### src/rtl/core/ubx_survey_frame_receiver_macros.svh
// assertion macros for the base-station frame receiver
// expects clk and rst_n in the scope where a macro is used
`ifndef UBX_SURVEY_FRAME_RECEIVER_MACROS_SVH
`define UBX_SURVEY_FRAME_RECEIVER_MACROS_SVH

// same-cycle implication, held off while in reset
`define UBXSV_ASSERT_IMPL(label, ante, cons, msg) \
    label: assert property (@(posedge clk) disable iff (!rst_n) (ante) |-> (cons)) \
        else $error(msg);

// next-cycle implication, held off while in reset
`define UBXSV_ASSERT_NEXT(label, ante, cons, msg) \
    label: assert property (@(posedge clk) disable iff (!rst_n) (ante) |=> (cons)) \
        else $error(msg);

`endif

### src/rtl/core/ubxsv_pkg.sv
// shared types and constants of the base-station frame receiver
// no dependencies
`timescale 1ns / 1ps

package ubxsv_pkg;

    localparam int FRAME_LIMIT = 512;
    localparam int COUNT_W     = $clog2(FRAME_LIMIT + 1);

    localparam logic [7:0]  SYNC_A      = 8'hB5;
    localparam logic [7:0]  SYNC_B      = 8'h62;
    localparam logic [7:0]  CLS_CFG     = 8'h06;
    localparam logic [7:0]  ID_TMODE3   = 8'h71;
    localparam logic [7:0]  CLS_NAV     = 8'h01;
    localparam logic [7:0]  ID_SVIN     = 8'h3B;
    localparam logic [15:0] MIN_PAYLOAD = 16'd40;
    localparam logic [15:0] HDR_LEN     = 16'd8;

    localparam logic [31:0] SURVEY_MIN_RESET = 32'd20;

    typedef enum logic [1:0] {
        MODE_IDLE   = 2'd0,
        MODE_SURVEY = 2'd1,
        MODE_FIXED  = 2'd2
    } mode_t;

    typedef enum logic [1:0] {
        REQ_NONE   = 2'd0,
        REQ_SURVEY = 2'd1,
        REQ_FIXED  = 2'd2
    } req_t;

    // per-item result that is not stored state
    typedef struct packed {
        logic  fwd;
        logic  done;
        req_t  req;
    } step_t;

    // stored survey results
    typedef struct packed {
        logic        [31:0] duration;
        logic signed [31:0] x;
        logic signed [31:0] y;
        logic signed [31:0] z;
        logic        [31:0] accuracy;
        logic               valid;
        logic               active;
    } survey_t;

endpackage

### src/rtl/core/ubxsv_parser.sv
// frame parser and base-mode state: one byte per accepted item
// depends on ubxsv_pkg
`timescale 1ns / 1ps

module ubxsv_parser
    import ubxsv_pkg::*;
(
    input  logic          clk,
    input  logic          rst_n,
    input  logic          accept,
    input  logic [7:0]    rx_byte,
    input  logic [31:0]   survey_min_duration,
    output step_t         step,
    output mode_t         mode,
    output survey_t       survey
);

    typedef enum logic [1:0] {
        PH_SYNC1 = 2'd0,
        PH_SYNC2 = 2'd1,
        PH_BODY  = 2'd2
    } phase_t;

    // payload offsets of duration, x, y, z, accuracy (element 0 is duration)
    localparam logic [4:0][5:0] WORD_OFS = {6'd28, 6'd20, 6'd16, 6'd12, 6'd8};
    localparam int MODE_OFS     = 2;
    localparam int VALID_OFS    = 36;
    localparam int ACTIVE_OFS   = 37;

    mode_t               mode_reg, mode_next;
    phase_t              phase_reg, phase_next;
    logic [COUNT_W-1:0]  count_reg, count_next;
    logic [15:0]         len_reg, len_next;
    logic [7:0]          class_reg, class_next;
    logic [7:0]          ident_reg, ident_next;
    logic [7:0]          mode_byte_reg, mode_byte_next;
    logic [31:0]         cap_words_reg [5];
    logic [31:0]         cap_words_next [5];
    logic [7:0]          cap_flags_reg [2];
    logic [7:0]          cap_flags_next [2];
    logic [31:0]         kept_words_reg [5];
    logic [31:0]         kept_words_next [5];
    logic [1:0]          kept_flags_reg, kept_flags_next;

    logic [COUNT_W-1:0]  count_inc;
    logic [COUNT_W-1:0]  offset;
    logic [15:0]         frame_len;
    step_t               step_c;

    always_comb
    begin
        mode_next       = mode_reg;
        phase_next      = phase_reg;
        count_next      = count_reg;
        len_next        = len_reg;
        class_next      = class_reg;
        ident_next      = ident_reg;
        mode_byte_next  = mode_byte_reg;
        cap_words_next  = cap_words_reg;
        cap_flags_next  = cap_flags_reg;
        kept_words_next = kept_words_reg;
        kept_flags_next = kept_flags_reg;
        step_c          = '{fwd: 1'b0, done: 1'b0, req: REQ_NONE};
        count_inc       = count_reg + COUNT_W'(1);
        offset          = count_reg - COUNT_W'(6);
        frame_len       = '0;

        if (mode_reg == MODE_FIXED)
        begin
            // parser frozen, bytes pass on as correction data
            step_c.fwd = 1'b1;
        end
        else
        begin
            unique case (phase_reg)
                PH_SYNC1:
                begin
                    if (rx_byte == SYNC_A)
                    begin
                        count_next = COUNT_W'(1);
                        phase_next = PH_SYNC2;
                    end
                end
                PH_SYNC2:
                begin
                    if (rx_byte == SYNC_B)
                    begin
                        count_next = COUNT_W'(2);
                        phase_next = PH_BODY;
                    end
                    else
                    begin
                        count_next = '0;
                        phase_next = PH_SYNC1;
                    end
                end
                PH_BODY:
                begin
                    priority if (count_reg == COUNT_W'(2))
                        class_next = rx_byte;
                    else if (count_reg == COUNT_W'(3))
                        ident_next = rx_byte;
                    else if (count_reg == COUNT_W'(4))
                        len_next[7:0] = rx_byte;
                    else if (count_reg == COUNT_W'(5))
                        len_next[15:8] = rx_byte;
                    else
                    begin
                        // capture the payload bytes we care about on the fly
                        if (offset == COUNT_W'(MODE_OFS))
                            mode_byte_next = rx_byte;
                        for (int w = 0; w < 5; w++)
                            for (int k = 0; k < 4; k++)
                                if (offset == COUNT_W'(WORD_OFS[w] + k))
                                    cap_words_next[w][8*k +: 8] = rx_byte;
                        if (offset == COUNT_W'(VALID_OFS))
                            cap_flags_next[0] = rx_byte;
                        if (offset == COUNT_W'(ACTIVE_OFS))
                            cap_flags_next[1] = rx_byte;
                    end

                    count_next = count_inc;
                    frame_len  = len_next + HDR_LEN;

                    if (count_inc >= COUNT_W'(8) && 16'(count_inc) == frame_len)
                    begin
                        step_c.done = 1'b1;
                        phase_next  = PH_SYNC1;
                        count_next  = '0;
                        if (len_next >= MIN_PAYLOAD)
                        begin
                            if (class_next == CLS_CFG && ident_next == ID_TMODE3)
                            begin
                                if (mode_byte_next == 8'd1)
                                    mode_next = MODE_SURVEY;
                                else if (mode_byte_next == 8'd2)
                                    mode_next = MODE_FIXED;
                                else
                                begin
                                    step_c.req = REQ_SURVEY;
                                    mode_next  = MODE_SURVEY;
                                end
                            end
                            else if (class_next == CLS_NAV && ident_next == ID_SVIN)
                            begin
                                kept_words_next    = cap_words_next;
                                kept_flags_next[0] = |cap_flags_next[0];
                                kept_flags_next[1] = |cap_flags_next[1];
                                if (kept_flags_next[0] && !kept_flags_next[1]
                                    && cap_words_next[0] >= survey_min_duration)
                                begin
                                    step_c.req = REQ_FIXED;
                                    mode_next  = MODE_FIXED;
                                end
                            end
                        end
                    end
                    else if (count_inc >= COUNT_W'(FRAME_LIMIT))
                    begin
                        // oversize frame, drop it
                        phase_next = PH_SYNC1;
                        count_next = '0;
                    end
                end
                default:
                begin
                    phase_next = PH_SYNC1;
                    count_next = '0;
                end
            endcase
        end
    end

    always_ff @(posedge clk or negedge rst_n)
    begin
        if (!rst_n)
        begin
            mode_reg       <= MODE_IDLE;
            phase_reg      <= PH_SYNC1;
            count_reg      <= '0;
            len_reg        <= '0;
            class_reg      <= '0;
            ident_reg      <= '0;
            mode_byte_reg  <= '0;
            cap_words_reg  <= '{default: '0};
            cap_flags_reg  <= '{default: '0};
            kept_words_reg <= '{default: '0};
            kept_flags_reg <= '0;
        end
        else if (accept)
        begin
            mode_reg       <= mode_next;
            phase_reg      <= phase_next;
            count_reg      <= count_next;
            len_reg        <= len_next;
            class_reg      <= class_next;
            ident_reg      <= ident_next;
            mode_byte_reg  <= mode_byte_next;
            cap_words_reg  <= cap_words_next;
            cap_flags_reg  <= cap_flags_next;
            kept_words_reg <= kept_words_next;
            kept_flags_reg <= kept_flags_next;
        end
    end

    assign step            = step_c;
    assign mode            = mode_reg;
    assign survey.duration = kept_words_reg[0];
    assign survey.x        = kept_words_reg[1];
    assign survey.y        = kept_words_reg[2];
    assign survey.z        = kept_words_reg[3];
    assign survey.accuracy = kept_words_reg[4];
    assign survey.valid    = kept_flags_reg[0];
    assign survey.active   = kept_flags_reg[1];

endmodule

### src/rtl/core/ubx_survey_frame_receiver.sv
// top level of the base-station frame receiver: handshake, result register, config
// depends on ubxsv_pkg, ubxsv_parser and ubx_survey_frame_receiver_macros.svh
`timescale 1ns / 1ps

// Takes one receiver byte per item and returns one result per item, in the cycle
// after the byte is accepted. A byte can be accepted every cycle: in_ready is
// high whenever the result register is empty or its item is being taken, so a
// sustained rate of one byte per clock holds as long as out_ready stays high.
// The parser and the stored survey values update at the accepting edge; the
// stored fields and base_mode are shown from that state alongside the held
// per-byte flags. survey_min_duration resets to 20 and is written by cfg_wr_en.

module ubx_survey_frame_receiver
    import ubxsv_pkg::*;
(
    input  logic               clk,
    input  logic               rst_n,
    input  logic               cfg_wr_en,
    input  logic [31:0]        cfg_wr_data,
    input  logic               in_valid,
    output logic               in_ready,
    input  logic [7:0]         rx_byte,
    output logic               out_valid,
    input  logic               out_ready,
    output logic               forward_valid,
    output logic               frame_done,
    output logic [1:0]         base_mode,
    output logic [1:0]         config_request,
    output logic signed [31:0] mean_x,
    output logic signed [31:0] mean_y,
    output logic signed [31:0] mean_z,
    output logic [31:0]        mean_accuracy,
    output logic [31:0]        survey_seconds,
    output logic               survey_valid,
    output logic               survey_active
);

`include "ubx_survey_frame_receiver_macros.svh"

    logic        out_valid_reg, out_valid_next;
    step_t       step_reg;
    logic [31:0] min_dur_reg;
    logic        accept;
    step_t       step;
    mode_t       mode;
    survey_t     survey;

    assign in_ready = !out_valid_reg || out_ready;
    assign accept   = in_valid && in_ready;

    ubxsv_parser u_parser (
        .clk                 (clk),
        .rst_n               (rst_n),
        .accept              (accept),
        .rx_byte             (rx_byte),
        .survey_min_duration (min_dur_reg),
        .step                (step),
        .mode                (mode),
        .survey              (survey)
    );

    always_comb
    begin
        out_valid_next = out_valid_reg;
        if (accept)
            out_valid_next = 1'b1;
        else if (out_ready)
            out_valid_next = 1'b0;
    end

    always_ff @(posedge clk or negedge rst_n)
    begin
        if (!rst_n)
        begin
            out_valid_reg <= 1'b0;
            min_dur_reg   <= SURVEY_MIN_RESET;
        end
        else
        begin
            out_valid_reg <= out_valid_next;
            if (cfg_wr_en)
                min_dur_reg <= cfg_wr_data;
        end
    end

    // payload register, loaded with the item
    always_ff @(posedge clk)
    begin
        if (accept)
            step_reg <= step;
    end

    assign out_valid      = out_valid_reg;
    assign forward_valid  = step_reg.fwd;
    assign frame_done     = step_reg.done;
    assign config_request = 2'(step_reg.req);
    assign base_mode      = 2'(mode);
    assign mean_x         = survey.x;
    assign mean_y         = survey.y;
    assign mean_z         = survey.z;
    assign mean_accuracy  = survey.accuracy;
    assign survey_seconds = survey.duration;
    assign survey_valid   = survey.valid;
    assign survey_active  = survey.active;

    `UBXSV_ASSERT_IMPL(a_fwd_only_fixed, out_valid_reg && step_reg.fwd, mode == MODE_FIXED, "forwarded byte outside fixed mode")
    `UBXSV_ASSERT_IMPL(a_fwd_no_frame, out_valid_reg && step_reg.fwd, !step_reg.done, "forwarded byte also completed a frame")
    `UBXSV_ASSERT_IMPL(a_req_needs_frame, out_valid_reg && step_reg.req != REQ_NONE, step_reg.done, "config request without a completed frame")
    `UBXSV_ASSERT_IMPL(a_fixed_req_mode, out_valid_reg && step_reg.req == REQ_FIXED, mode == MODE_FIXED, "fixed request without fixed mode")
    `UBXSV_ASSERT_NEXT(a_fixed_sticky, mode == MODE_FIXED, mode == MODE_FIXED, "left fixed mode")

endmodule

### config.mk
export PLATFORM = sky130hd
export DESIGN_NAME = ubx_survey_frame_receiver
export DESIGN_NICKNAME = d
export VERILOG_FILES = /design/src/rtl/core/ubxsv_pkg.sv /design/src/rtl/core/ubxsv_parser.sv /design/src/rtl/core/ubx_survey_frame_receiver.sv
export VERILOG_INCLUDE_DIRS = /design/src /design/src/rtl/core
export SDC_FILE = /design/constraint.sdc
export NUM_CORES = 1
export LEC_CHECK = 0
export ABC_AREA = 1
export BUFFER_PORTS_ARGS = -buffer_cell sky130_fd_sc_hd__buf_2
export CORE_UTILIZATION = 35
export CTS_CLUSTER_DIAMETER = 200
export DETAILED_ROUTE_END_ITERATION = 8
export HOLD_SLACK_MARGIN = 0.05
export PLACE_DENSITY_LB_ADDON = 0.12
export SYNTH_ARGS = -nofsm -noshare
export SYNTH_HDL_FRONTEND = slang
export SYNTH_SLANG_ARGS = --single-unit
### constraint.sdc
create_clock -name clk -period 4.7 [get_ports clk]
set_input_delay 0.47 -clock clk [delete_from_list [all_inputs] [get_ports clk]]
set_output_delay 0.47 -clock clk [all_outputs]
set_load 0.02 [all_outputs]
==> results of run 1 <==
-- cell type report --
type | instances | area share
Inverter | 557 | 0.0803
Timing Repair Buffer | 271 | 0.0618
Clock buffer | 72 | 0.0578
Sequential cell | 429 | 0.413
Multi-Input combinational cell | 1991 | 0.339
Clock inverter | 21 | 0.00830
Tap cell | 846 | 0.0406
-- metal layers --
layer / vias to the layer above / part of all wire
met4: 2 / 0.022
li1: 9766 / -
met1: 8943 / 0.47
met2: 447 / 0.46
met3: 95 / 0.048
met5: - / 0.00029
-- cell families after synthesis --
group | count (synthesis)
xor gates and xnor gates | 4
DFF | 429
buffers and inverters | 698
AOI/OAI and AO/OA | 414
muxes | 1
adders and majority gates | 38
and+or+nand+nor | 1534
-- synthesized netlist by cell type (12+ instances only) --
master,instances,area share
inv_2,13,0.0022
dfrtp_1,423,0.47
nand4_1,20,0.0056
buf_4,12,0.0040
buf_2,18,0.0040
nor2_1,439,0.074
buf_1,13,0.0022
inv_1,542,0.091
nand3_1,53,0.012
o21ai_1,17,0.0038
nor3_1,23,0.0052
nand2_1,959,0.16
ha_1,38,0.021
o21ai_0,340,0.076
clkbuf_1,82,0.014
a21oi_1,32,0.0072
buf_6,16,0.0081
-- worst paths after layout --
kind / end / slack (ns) / depth (start not counted)
setup / recovery: u_parser.mode[0]$_DFFE_PN0P_ / 0.60 / 23
hold / removal: min_dur_reg[9]$_DFFE_PN0P_ / 0.09 / 3
setup reg to reg: u_parser.mode[0]$_DFFE_PN0P_ / 0.60 / 23
hold reg to reg: u_parser.cap_words_reg[6]$_DFFE_PN0P_ / 0.48 / 2
max in group asynchronous: u_parser.survey[14]$_DFFE_PN0P_ / 3.06 / 3
min in group asynchronous: u_parser.survey[4]$_DFFE_PN0P_ / 0.52 / 2
-- tightest hold or removal path, stage by stage --
cell and delay (ns):
buf_2 0.08, nand2_1 0.04, o21ai_0 0.06
-- power groups by stage --
stage	combinational [W]	clock [W]	sequential, W
after detailed placement	0.000765	0	0.00395
after floorplan	0.000437	0	0.00394
after global placement	0.000760	0	0.00394
final	0.000760	0.00404	0.00388
after global routing	0.000867	0.00429	0.00389
after CTS	0.000771	0.00416	0.00388
-- stage by stage --
stage	area, um^2	util
global placement	24300	0.386
CTS	26100	0.413
floorplan	22300	-
finish	26100	0.413
detailed placement	24300	0.386
global route	26100	0.413
-- what timing repair did --
item | CTS | global route
setup endpoints to repair | 0 | 2
endpoints found under the hold margin | 87 | 0
gates resized for setup | 0 | 1
hold buffers | 1 | 0
==> impl_metrics.json, run 1 <==
{
  "status": "complete, no violations",
  "numClockSinks": 429,
  "min_period_over_period": 0.872,
  "hold_viol": 0,
  "gp_congestion": 0.817,
  "reg2reg_from": "u_parser.count_reg[1]$_DFFE_PN0P_",
  "fin_crit_ns": 4.10,
  "slew_violations": 0,
  "use_met1": 0.284,
  "cp_slowest_stage_delay_ns": 0.45,
  "cp_cell_sequence": "ha_1 > inv_1 > nand3_1 > nand2_1 > nand2_1 > nor2_1 > nand3_2 > nor3_2 > buf_4 > nor2_1 > a21oi_1 > ha_1 > a21oi_1 > o21a_1 > o221ai_1 > a21oi_1 > nand3_1 > nand3_1 > nand2_1 > nand3_1 > nand2_1 > nand2_1 > inv_1",
  "antenna_left": 0,
  "netlist-cell-type-count": 44,
  "num_vias": 19300,
  "cp_top_family": "simple AND/OR/NAND/NOR gates",
  "grt_pass1_vias": 18500,
  "avgSynthCellArea_um2": 7.16,
  "max_slew_margin": 0.280,
  "antenna_found_initial": 1,
  "drtPass1Iterations": 8,
  "layout_common_cells": "nand2_1, inv_1, nor2_1",
  "synthAdderAreaFrac": 0.0213,
  "synthMuxAreaShare": 0.000504,
  "io_buffers": 214,
  "multi_input_area_um2": 8830,
  "wl_per_cell_um": 15.6,
  "final_common_cell": "nand2_1",
  "worst-path-max-fanout": 16,
  "skew_ns": 0.0128,
  "netlist_instances": 3118,
  "maxCapViolCount": 0,
  "synth_area_um2": 22300,
  "grt-busiest-layer": "met2",
  "synth_compound_area_frac": 0.0951,
  "cts_tree": "done",
  "post-place-ws_ns": 0.473,
  "seq_area_um2": 10800,
  "synth_edf_count": 4,
  "irDropWorstVdd_v": 0.000234,
  "max_slew.worst_pin.slew_ns": 1.08,
  "p_seq_frac": 0.447,
  "crit_top_cell": "nand2_1",
  "io_pins": 215,
  "worstHoldStart": "cfg_wr_data[9]",
  "row_count": 92,
  "area_delta_synth_final_pct": 16.8,
  "rsz0062_at_grt": "no",
  "overflow": 0,
  "total_power_w": 0.00868,
  "p_clk_frac": 0.465,
  "wl_um": 65300,
  "layout.nets": 3384,
  "synth_top_family_by_area": "simple AND/OR/NAND/NOR gates",
  "design.core.area_um2": 63100,
  "required_ns": 5.18,
  "p_comb_frac": 0.088,
  "fin_tns_setup_ns": 0,
  "startpoint_type": "flop",
  "crit_slowest_cell": "dfrtp_1",
  "cts_buffers": 51,
  "yosys.area_share.simple": 0.274,
  "sw_frac_of_total": 0.257,
  "n_antenna_cell": 0,
  "drcViolationCount": 0,
  "setup_slack_ns": 0.600,
  "ctsRootBufferMaster": "clkbuf_16",
  "die_h_um": 255,
  "drive_gt1_frac": 0.124,
  "crit_start": "u_parser.count_reg[1]$_DFFE_PN0P_",
  "crit_type": "reg -> reg",
  "use_met3": 0.0305,
  "initial_core_util": 0.354,
  "grt_pass1_wl_um": 104000,
  "htreeDepth": 2,
  "dp_cells": 4093,
  "holdWs_ns": 0.0917,
  "synthXorXnorAreaFrac": 0.00157,
  "viasPerCell": 4.60,
  "p_int_w": 0.00645,
  "postCtsSetupRepairBufs": 0,
  "num-fill-cells": 6588,
  "synth-seq-area-share": 0.482,
  "hp-class": "in -> reg",
  "max-clock-path-buffers": 3,
  "power_density_nw_per_um2": 333,
  "dp_hpwl_um": 43400,
  "die_width_um": 255,
  "dieArea_um2": 64800,
  "gr-usage-met2": 0.332,
  "drt_iter0_drc": 1350,
  "power_leakage_nw": 14.3,
  "clk_latency_ns": 0.59,
  "critPathBufInv": 3,
  "fmax_mhz": 244,
  "p_sw_w": 0.00223,
  "setup_viol": 0,
  "grt_usage": 0.205,
  "endpoint_kind": "flop",
  "grt_start_max_net_pins": 198,
  "ys_seq_elements": 429,
  "synth_top_flop_cell": "dfrtp_1",
  "worst_ep_arrival_time_ns": 4.58,
  "synthesis.nets": 3201,
  "instances_no_fill": 4187,
  "async_flop_share": 0.991,
  "yosys_warnings": 0,
  "clkTransAtPathRegs_ns": 0.06
}
Note: power is estimated with default switching activity, not from simulation.
==> run 2: changes to the inputs <==
--- a/config.mk
+++ b/config.mk
@@ -13,6 +13,7 @@
 export DETAILED_ROUTE_END_ITERATION = 8
 export HOLD_SLACK_MARGIN = 0.05
 export PLACE_DENSITY_LB_ADDON = 0.12
+export RECOVER_POWER = 25
 export SYNTH_ARGS = -nofsm -noshare
 export SYNTH_HDL_FRONTEND = slang
 export SYNTH_SLANG_ARGS = --single-unit
==> run 2 against run 1 <==
  * Register-to-register slack barely moved
  * Non-clock buffer count did not move
  * Clock power barely moved
  * Hold slack improved by 0.00064 ns
  * Power barely moved
  * Sequential share of layout area rose by 0.21 points
  * Sequential cell count did not move
  * Final area fell by 0.50%
  * Via count rose by 0.15%
  * Clock-buffer cell count did not move
  * The run now ends with capacitance limit, slew limit left
  * Largest cell class unchanged
  * Highest routed layer unchanged
==> impl_metrics.json, run 2 (synthesis gave the netlist of run 1 again) <==
{
  "status": "finished with violations",
  "violations": "capacitance limit, slew limit",
  "ctsRootBufferMaster": "clkbuf_16",
  "io_pins": 215,
  "worst_ep_arrival_time_ns": 4.64,
  "power_density_nw_per_um2": 334,
  "critPathBufInv": 4,
  "slew_violations": 155,
  "irDropWorstVdd_v": 0.000233,
  "overflow": 0,
  "startpoint_type": "flop",
  "drtPass1Iterations": 5,
  "hold_depth": 3,
  "area_delta_synth_final_pct": 16.2,
  "p_int_w": 0.00644,
  "clk_latency_ns": 0.59,
  "max_slew_margin": -0.724,
  "antenna_found_initial": 1,
  "grt_pass1_vias": 18500,
  "p_sw_w": 0.00223,
  "hold_path_end": "min_dur_reg[9]$_DFFE_PN0P_",
  "antenna_left": 0,
  "fmax_mhz": 243,
  "hp-class": "in -> reg",
  "endpoint_kind": "flop",
  "design.core.area_um2": 63100,
  "initial_core_util": 0.354,
  "post-place-ws_ns": 0.473,
  "ff2ff_setup_slack_ns": 0.59,
  "sw_frac_of_total": 0.257,
  "die_h_um": 255,
  "wl_per_cell_um": 15.6,
  "design_area_um2": 25900,
  "cp_cell_sequence": "ha_1 > inv_1 > nand3_1 > nand2_1 > nand2_1 > nor2_1 > nand3_2 > nor3_2 > buf_4 > a21oi_1 > ha_1 > nand2_1 > inv_1 > nand3_1 > nor3_1 > and3_1 > nand4_1 > nand3_1 > nand3_1 > nand2_1 > nand3_1 > nand2_1 > nand2_1 > inv_1",
  "htreeDepth": 2,
  "p_seq_frac": 0.447,
  "worst-path-max-fanout": 16,
  "layout_common_cells": "nand2_1, inv_1, nor2_1",
  "dieArea_um2": 64800,
  "setup_viol": 0,
  "grt_pass1_wl_um": 104000,
  "crit-reg2reg-capture": "u_parser.mode[0]$_DFFE_PN0P_",
  "crit_top_cell": "nand2_1",
  "cts_tree": "done",
  "min_period_over_period": 0.875,
  "layout.nets": 3384,
  "clkTransAtPathRegs_ns": 0.06,
  "setup_slack_ns": 0.589,
  "n_antenna_cell": 0,
  "gp_congestion": 0.817,
  "p_comb_frac": 0.087,
  "maxCapViolCount": 2,
  "cp_top_family": "simple AND/OR/NAND/NOR gates",
  "fin_crit_ns": 4.11,
  "drcViolationCount": 0,
  "power_leakage_nw": 14.2,
  "io_buffers": 214,
  "dp_hpwl_um": 43400,
  "grt_start_max_net_pins": 198,
  "fin_tns_setup_ns": 0,
  "wl_um": 65500,
  "p_clk_frac": 0.465,
  "max-clock-path-buffers": 3,
  "crit_slowest_cell": "dfrtp_1",
  "viasPerCell": 4.60,
  "rsz0062_at_grt": "no",
  "grt_usage": 0.205,
  "worstHoldStart": "cfg_wr_data[9]",
  "cts_buffers": 51,
  "num_vias": 19300,
  "reg2reg_from": "u_parser.count_reg[1]$_DFFE_PN0P_",
  "r2r_cells": 24,
  "skew_ns": 0.0154,
  "hold_viol": 0,
  "max_slew.worst_pin.slew_ns": 2.59,
  "num-fill-cells": 6631,
  "die_width_um": 255,
  "final_common_cell": "nand2_1",
  "placed_area_um2": 24300,
  "required_ns": 5.23,
  "row_count": 92,
  "drt_iter0_drc": 1317,
  "crit_type": "reg -> reg",
  "cp_slowest_stage_delay_ns": 0.46,
  "drive_gt1_frac": 0.0988,
  "numClockSinks": 429
}
==> run 2: changes by cell type in the layout (fill, tap and decap cells not counted) <==
| cell | previous run | this run |
|---|---|---|
| buf_8 | 1 | 0 |
| buf_12 | 8 | 7 |
| clkbuf_4 | 0 | 1 |
| clkbuf_2 | 0 | 1 |
| buf_4 | 48 | 47 |
| buf_2 | 213 | 130 |
| clkbuf_1 | 7 | 91 |
==> run 2: power by group through the flow <==
stage / Sequential [W] / Clock [W] / Combinational [W]
after floorplan: 0.00394 / 0 / 0.000437
after global placement: 0.00394 / 0 / 0.000760
after detailed placement: 0.00395 / 0 / 0.000765
after CTS: 0.00388 / 0.00416 / 0.000771
after global routing: 0.00389 / 0.00429 / 0.000865
final: 0.00388 / 0.00404 / 0.000757
==> run 2: area by class of cell <==
type                            instances  area (um^2)  share of cell area
Clock buffer                           72         1510              0.0581
Clock inverter                         21          216             0.00834
Inverter                              557         2090              0.0807
Multi-Input combinational cell       1991         8830               0.340
Sequential cell                       429        10800               0.415
Tap cell                              846         1060              0.0408
Timing Repair Buffer                  271         1480              0.0571
==> run 2: layer usage <==
metal,track usage,vias to the layer above,share of wire,wire [um]
met4,0.0529,2,0.021,1360
met1,0.284,8982,0.47,31100
met5,0,-,0.00029,19
met2,0.332,434,0.46,30000
met3,0.0305,93,0.047,3100
li1,-,9770,-,-
==> run 2: how the worst max path moves through the flow <==
| stage | from | endpoint | slack [ns] | depth (start not counted) |
|---|---|---|---|---|
| floorplan | u_parser.count_reg[2]$_DFFE_PN0P_ | u_parser.mode[0]$_DFFE_PN0P_ | 0.99 | 25 |
| global placement | u_parser.count_reg[2]$_DFFE_PN0P_ | u_parser.mode[0]$_DFFE_PN0P_ | 0.55 | 23 |
| detailed placement | u_parser.count_reg[1]$_DFFE_PN0P_ | u_parser.mode[0]$_DFFE_PN0P_ | 0.47 | 23 |
| CTS | u_parser.count_reg[1]$_DFFE_PN0P_ | u_parser.mode[0]$_DFFE_PN0P_ | 0.44 | 23 |
| global route | u_parser.count_reg[2]$_DFFE_PN0P_ | u_parser.mode[0]$_DFFE_PN0P_ | 0.13 | 24 |
| finish | u_parser.count_reg[1]$_DFFE_PN0P_ | u_parser.mode[0]$_DFFE_PN0P_ | 0.59 | 24 |
==> run 2: timing repair <==
| item | 4_1_cts | 5_1_grt |
|---|---|---|
| resized for setup | 0 | 1 |
| hold buffers | 1 | 0 |
| hold endpoints to repair | 87 | 0 |
| buffers inserted | 0 | 0 |
| endpoints found under the setup margin | 0 | 2 |
==> run 2: worst reg2reg max path, delay by kind of cell, from the launching register on <==
kind	cells	cell delay, ns
adder cells (fa/ha/maj)	2	0.63
AO/OA/AOI/OAI	1	0.13
AND/OR/NAND/NOR	17	2.40
buffers and inverters	4	0.42
flip-flops	1	0.46
==> run 2: stage by stage <==
step           utilization  power (W)  instances  hold slack [ns]
2_1_floorplan            -    0.00437       3118            0.174
6_report             0.411    0.00867       4187           0.0923
5_1_grt              0.411    0.00905       4187           0.0781
3_5_place_dp         0.386    0.00471       4093            0.465
4_1_cts              0.413    0.00881       4187           0.0566
3_3_place_gp         0.386    0.00470       4093            0.461
==> run 3: changes to the inputs <==
--- a/config.mk
+++ b/config.mk
@@ -14,6 +14,8 @@
 export HOLD_SLACK_MARGIN = 0.05
 export PLACE_DENSITY_LB_ADDON = 0.12
 export RECOVER_POWER = 25
+export SKIP_LAST_GASP = 1
 export SYNTH_ARGS = -nofsm -noshare
 export SYNTH_HDL_FRONTEND = slang
+export SYNTH_HIERARCHICAL = 1
 export SYNTH_SLANG_ARGS = --single-unit
==> run 3 against run 2 <==
  * The run still ends with capacitance limit, slew limit left
  * Clock skew increased by 0.0031 ns
  * Critical path depth decreased by 1
  * Final area decreased by 2.8%
  * Utilization decreased by 0.35 points
  * Sequential power decreased by 3%
  * Setup slack got worse by 0.14 ns
  * Hold slack got worse by 0.0013 ns
  * Maximum frequency decreased by 3.3%
  * Synthesized cell count decreased by 9.0%
  * Combinational power decreased by 19%
  * Non-clock buffer count increased by 2
  * Power decreased by 4.7%
==> impl_metrics.json, run 3 <==
{
  "status": "finished with violations",
  "violations": "capacitance limit, slew limit",
  "cts_buffers": 50,
  "worstHoldStart": "cfg_wr_data[3]",
  "layout.nets": 3104,
  "n_antenna_cell": 0,
  "cp_slowest_stage_delay_ns": 0.55,
  "synth_area_um2": 22000,
  "drive_gt1_frac": 0.149,
  "ff2ff_setup_slack_ns": 0.45,
  "maxCapViolCount": 2,
  "min_period_over_period": 0.904,
  "irDropWorstVdd_v": 0.000278,
  "num-fill-cells": 6401,
  "use_met1": 0.285,
  "gr-usage-met2": 0.322,
  "die_h_um": 253,
  "layout_common_cells": "nand2_1, dfrtp_1, o21ai_0",
  "r2r_cells": 23,
  "htreeDepth": 2,
  "worst_ep_arrival_time_ns": 4.77,
  "crit_end": "u_parser/mode[0]$_DFFE_PN0P_",
  "numClockSinks": 429,
  "initial_core_util": 0.355,
  "skew_ns": 0.0185,
  "grt_pass1_vias": 17900,
  "drt_iter0_drc": 1295,
  "slew_violations": 153,
  "final_core_util": 0.408,
  "dp_cells": 3805,
  "instances_no_fill": 3896,
  "dieArea_um2": 63800,
  "crit_top_cell": "nand2_1",
  "synth.most_common_cell": "nand2_1",
  "max_slew.worst_pin.slew_ns": 2.52,
  "total_power_w": 0.00827,
  "crit-reg2reg-capture": "u_parser/mode[0]$_DFFE_PN0P_",
  "drtPass1Iterations": 7,
  "synth_edf_count": 4,
  "endpoint_kind": "flop",
  "grt-busiest-layer": "met2",
  "required_ns": 5.22,
  "crit_start": "u_parser/count_reg[3]$_DFFE_PN0P_",
  "synth_common_cells": "nand2_1, dfrtp_1, inv_1, o21ai_0, nor2_1",
  "synth_top_area_cell": "dfrtp_1",
  "grt_usage": 0.201,
  "wl_um": 63400,
  "async_flop_share": 0.991,
  "max-clock-path-buffers": 3,
  "max_slew_margin": -0.682,
  "viasPerCell": 4.76,
  "hold_viol": 0,
  "setup_viol": 0,
  "ys_top_cells_by_area": "dfrtp_1, nand2_1, o21ai_0",
  "fmax_mhz": 235,
  "overflow": 0,
  "hp-class": "in -> reg",
  "area_delta_synth_final_pct": 14.8,
  "fin_crit_ns": 4.25,
  "clk_latency_ns": 0.59,
  "io_buffers": 214,
  "gp_congestion": 0.861,
  "worst-path-max-fanout": 16,
  "grt_start_max_net_pins": 190,
  "die_width_um": 253,
  "ys_seq_elements": 429,
  "wl_per_cell_um": 16.3,
  "synth_top_flop_cell": "dfrtp_1",
  "netlist_instances": 2838,
  "row_count": 91,
  "use_met3": 0.0294,
  "io_pins": 215,
  "clkTransAtPathRegs_ns": 0.06,
  "crit_type": "reg -> reg",
  "num_vias": 18500,
  "dp_hpwl_um": 43200,
  "synthesis.nets": 2921,
  "synth-seq-area-share": 0.490,
  "startpoint_type": "flop",
  "power_leakage_nw": 12.8,
  "final_common_cell": "nand2_1",
  "crit_slowest_cell": "dfrtp_1",
  "antenna_found_initial": 0,
  "netlist-cell-type-count": 50,
  "reg2reg_from": "u_parser/count_reg[3]$_DFFE_PN0P_",
  "drcViolationCount": 0,
  "power_density_nw_per_um2": 328,
  "avgSynthCellArea_um2": 7.74,
  "ctsRootBufferMaster": "clkbuf_16",
  "cts_tree": "done",
  "antenna_left": 0,
  "synth_top_area_frac": 0.482,
  "cp_cell_sequence": "inv_2 > nand2_1 > xor2_1 > nand4_4 > nor4_2 > buf_4 > nand2_1 > o21ai_0 > inv_1 > ha_1 > a21oi_1 > nor2_1 > a211oi_1 > o21ai_0 > a21oi_1 > o21ai_0 > nor2_2 > nor2_1 > nand3_1 > nand2_1 > nand2_1 > nand2_1 > nand2_1",
  "grt_pass1_wl_um": 101000,
  "placed_area_um2": 23800,
  "design.core.area_um2": 61800,
  "design_area_um2": 25200,
  "yosys_warnings": 6
}
==> run 3: cell type report <==
type | count | area (um^2) | area share
sequential | 429 | 10800 | 0.427
clock buffer | 71 | 1450 | 0.0576
tap | 837 | 1050 | 0.0415
clock inverter | 19 | 176 | 0.00700
inverter | 494 | 1880 | 0.0744
timing repair buffer | 273 | 1460 | 0.0580
multi-input combinational | 1773 | 8440 | 0.335
==> run 3: worst min-delay path by stage <==
| stage | to | cells after the start |
|---|---|---|
| floorplan | min_dur_reg[0]$_DFFE_PN0P_ | 0 |
| finish | min_dur_reg[3]$_DFFE_PN0P_ | 3 |
| CTS | out_valid$_DFFE_PN0P_ | 3 |
| global route | out_valid$_DFFE_PN0P_ | 3 |
| global placement | min_dur_reg[2]$_DFFE_PN1P_ | 2 |
| detailed placement | min_dur_reg[4]$_DFFE_PN1P_ | 2 |
==> run 3: cell families after synthesis <==
family	after synthesis	share of synthesized area
buffers and inverters	636	0.123
DFF	429	0.490
and+or+nand+nor	1070	0.204
xor gates and xnor gates	8	0.00319
adders and majority gates	38	0.0216
AOI/OAI and AO/OA	657	0.159
==> run 3: stage by stage <==
stage | TNS [ns] | hold WS, ns | worst slack [ns]
after floorplan | 0 | 0.174 | 0.917
after global placement | 0 | 0.460 | 0.381
after detailed placement | 0 | 0.463 | 0.302
after CTS | 0 | 0.0527 | 0.266
after global routing | -0.0750 | 0.0736 | -0.0478
final | 0 | 0.0911 | 0.450
==> run 3: what timing repair did <==
action,in CTS,in global routing
buffers inserted,0,0
endpoints found under the setup margin,0,3
hold buffers,1,0
gates resized for setup,0,6
hold endpoints to repair,83,0
==> run 3: layer usage <==
metal	up-vias	share of wire
met5	-	0
met4	0	0.017
met3	77	0.039
met2	375	0.47
met1	8819	0.48
li1	9260	-
==> run 3: power by group <==
part	total, W	internal, W	leakage, nW	switching (W)
combinational	0.000610	0.000152	6.04	0.000457
clock	0.00388	0.00230	0.814	0.00157
sequential	0.00378	0.00374	5.90	0.0000431
total	0.00827	0.00620	12.8	0.00207
==> run 3: worst max-delay path: cells and delay by family (launching register included) <==
| family | cells | cell delay, ns |
|---|---|---|
| AO/OA/AOI/OAI | 6 | 0.97 |
| XOR/XNOR | 1 | 0.47 |
| adder cells (fa/ha/maj) | 1 | 0.31 |
| buffers and inverters | 3 | 0.47 |
| flip-flops | 1 | 0.55 |
| AND/OR/NAND/NOR | 12 | 1.41 |
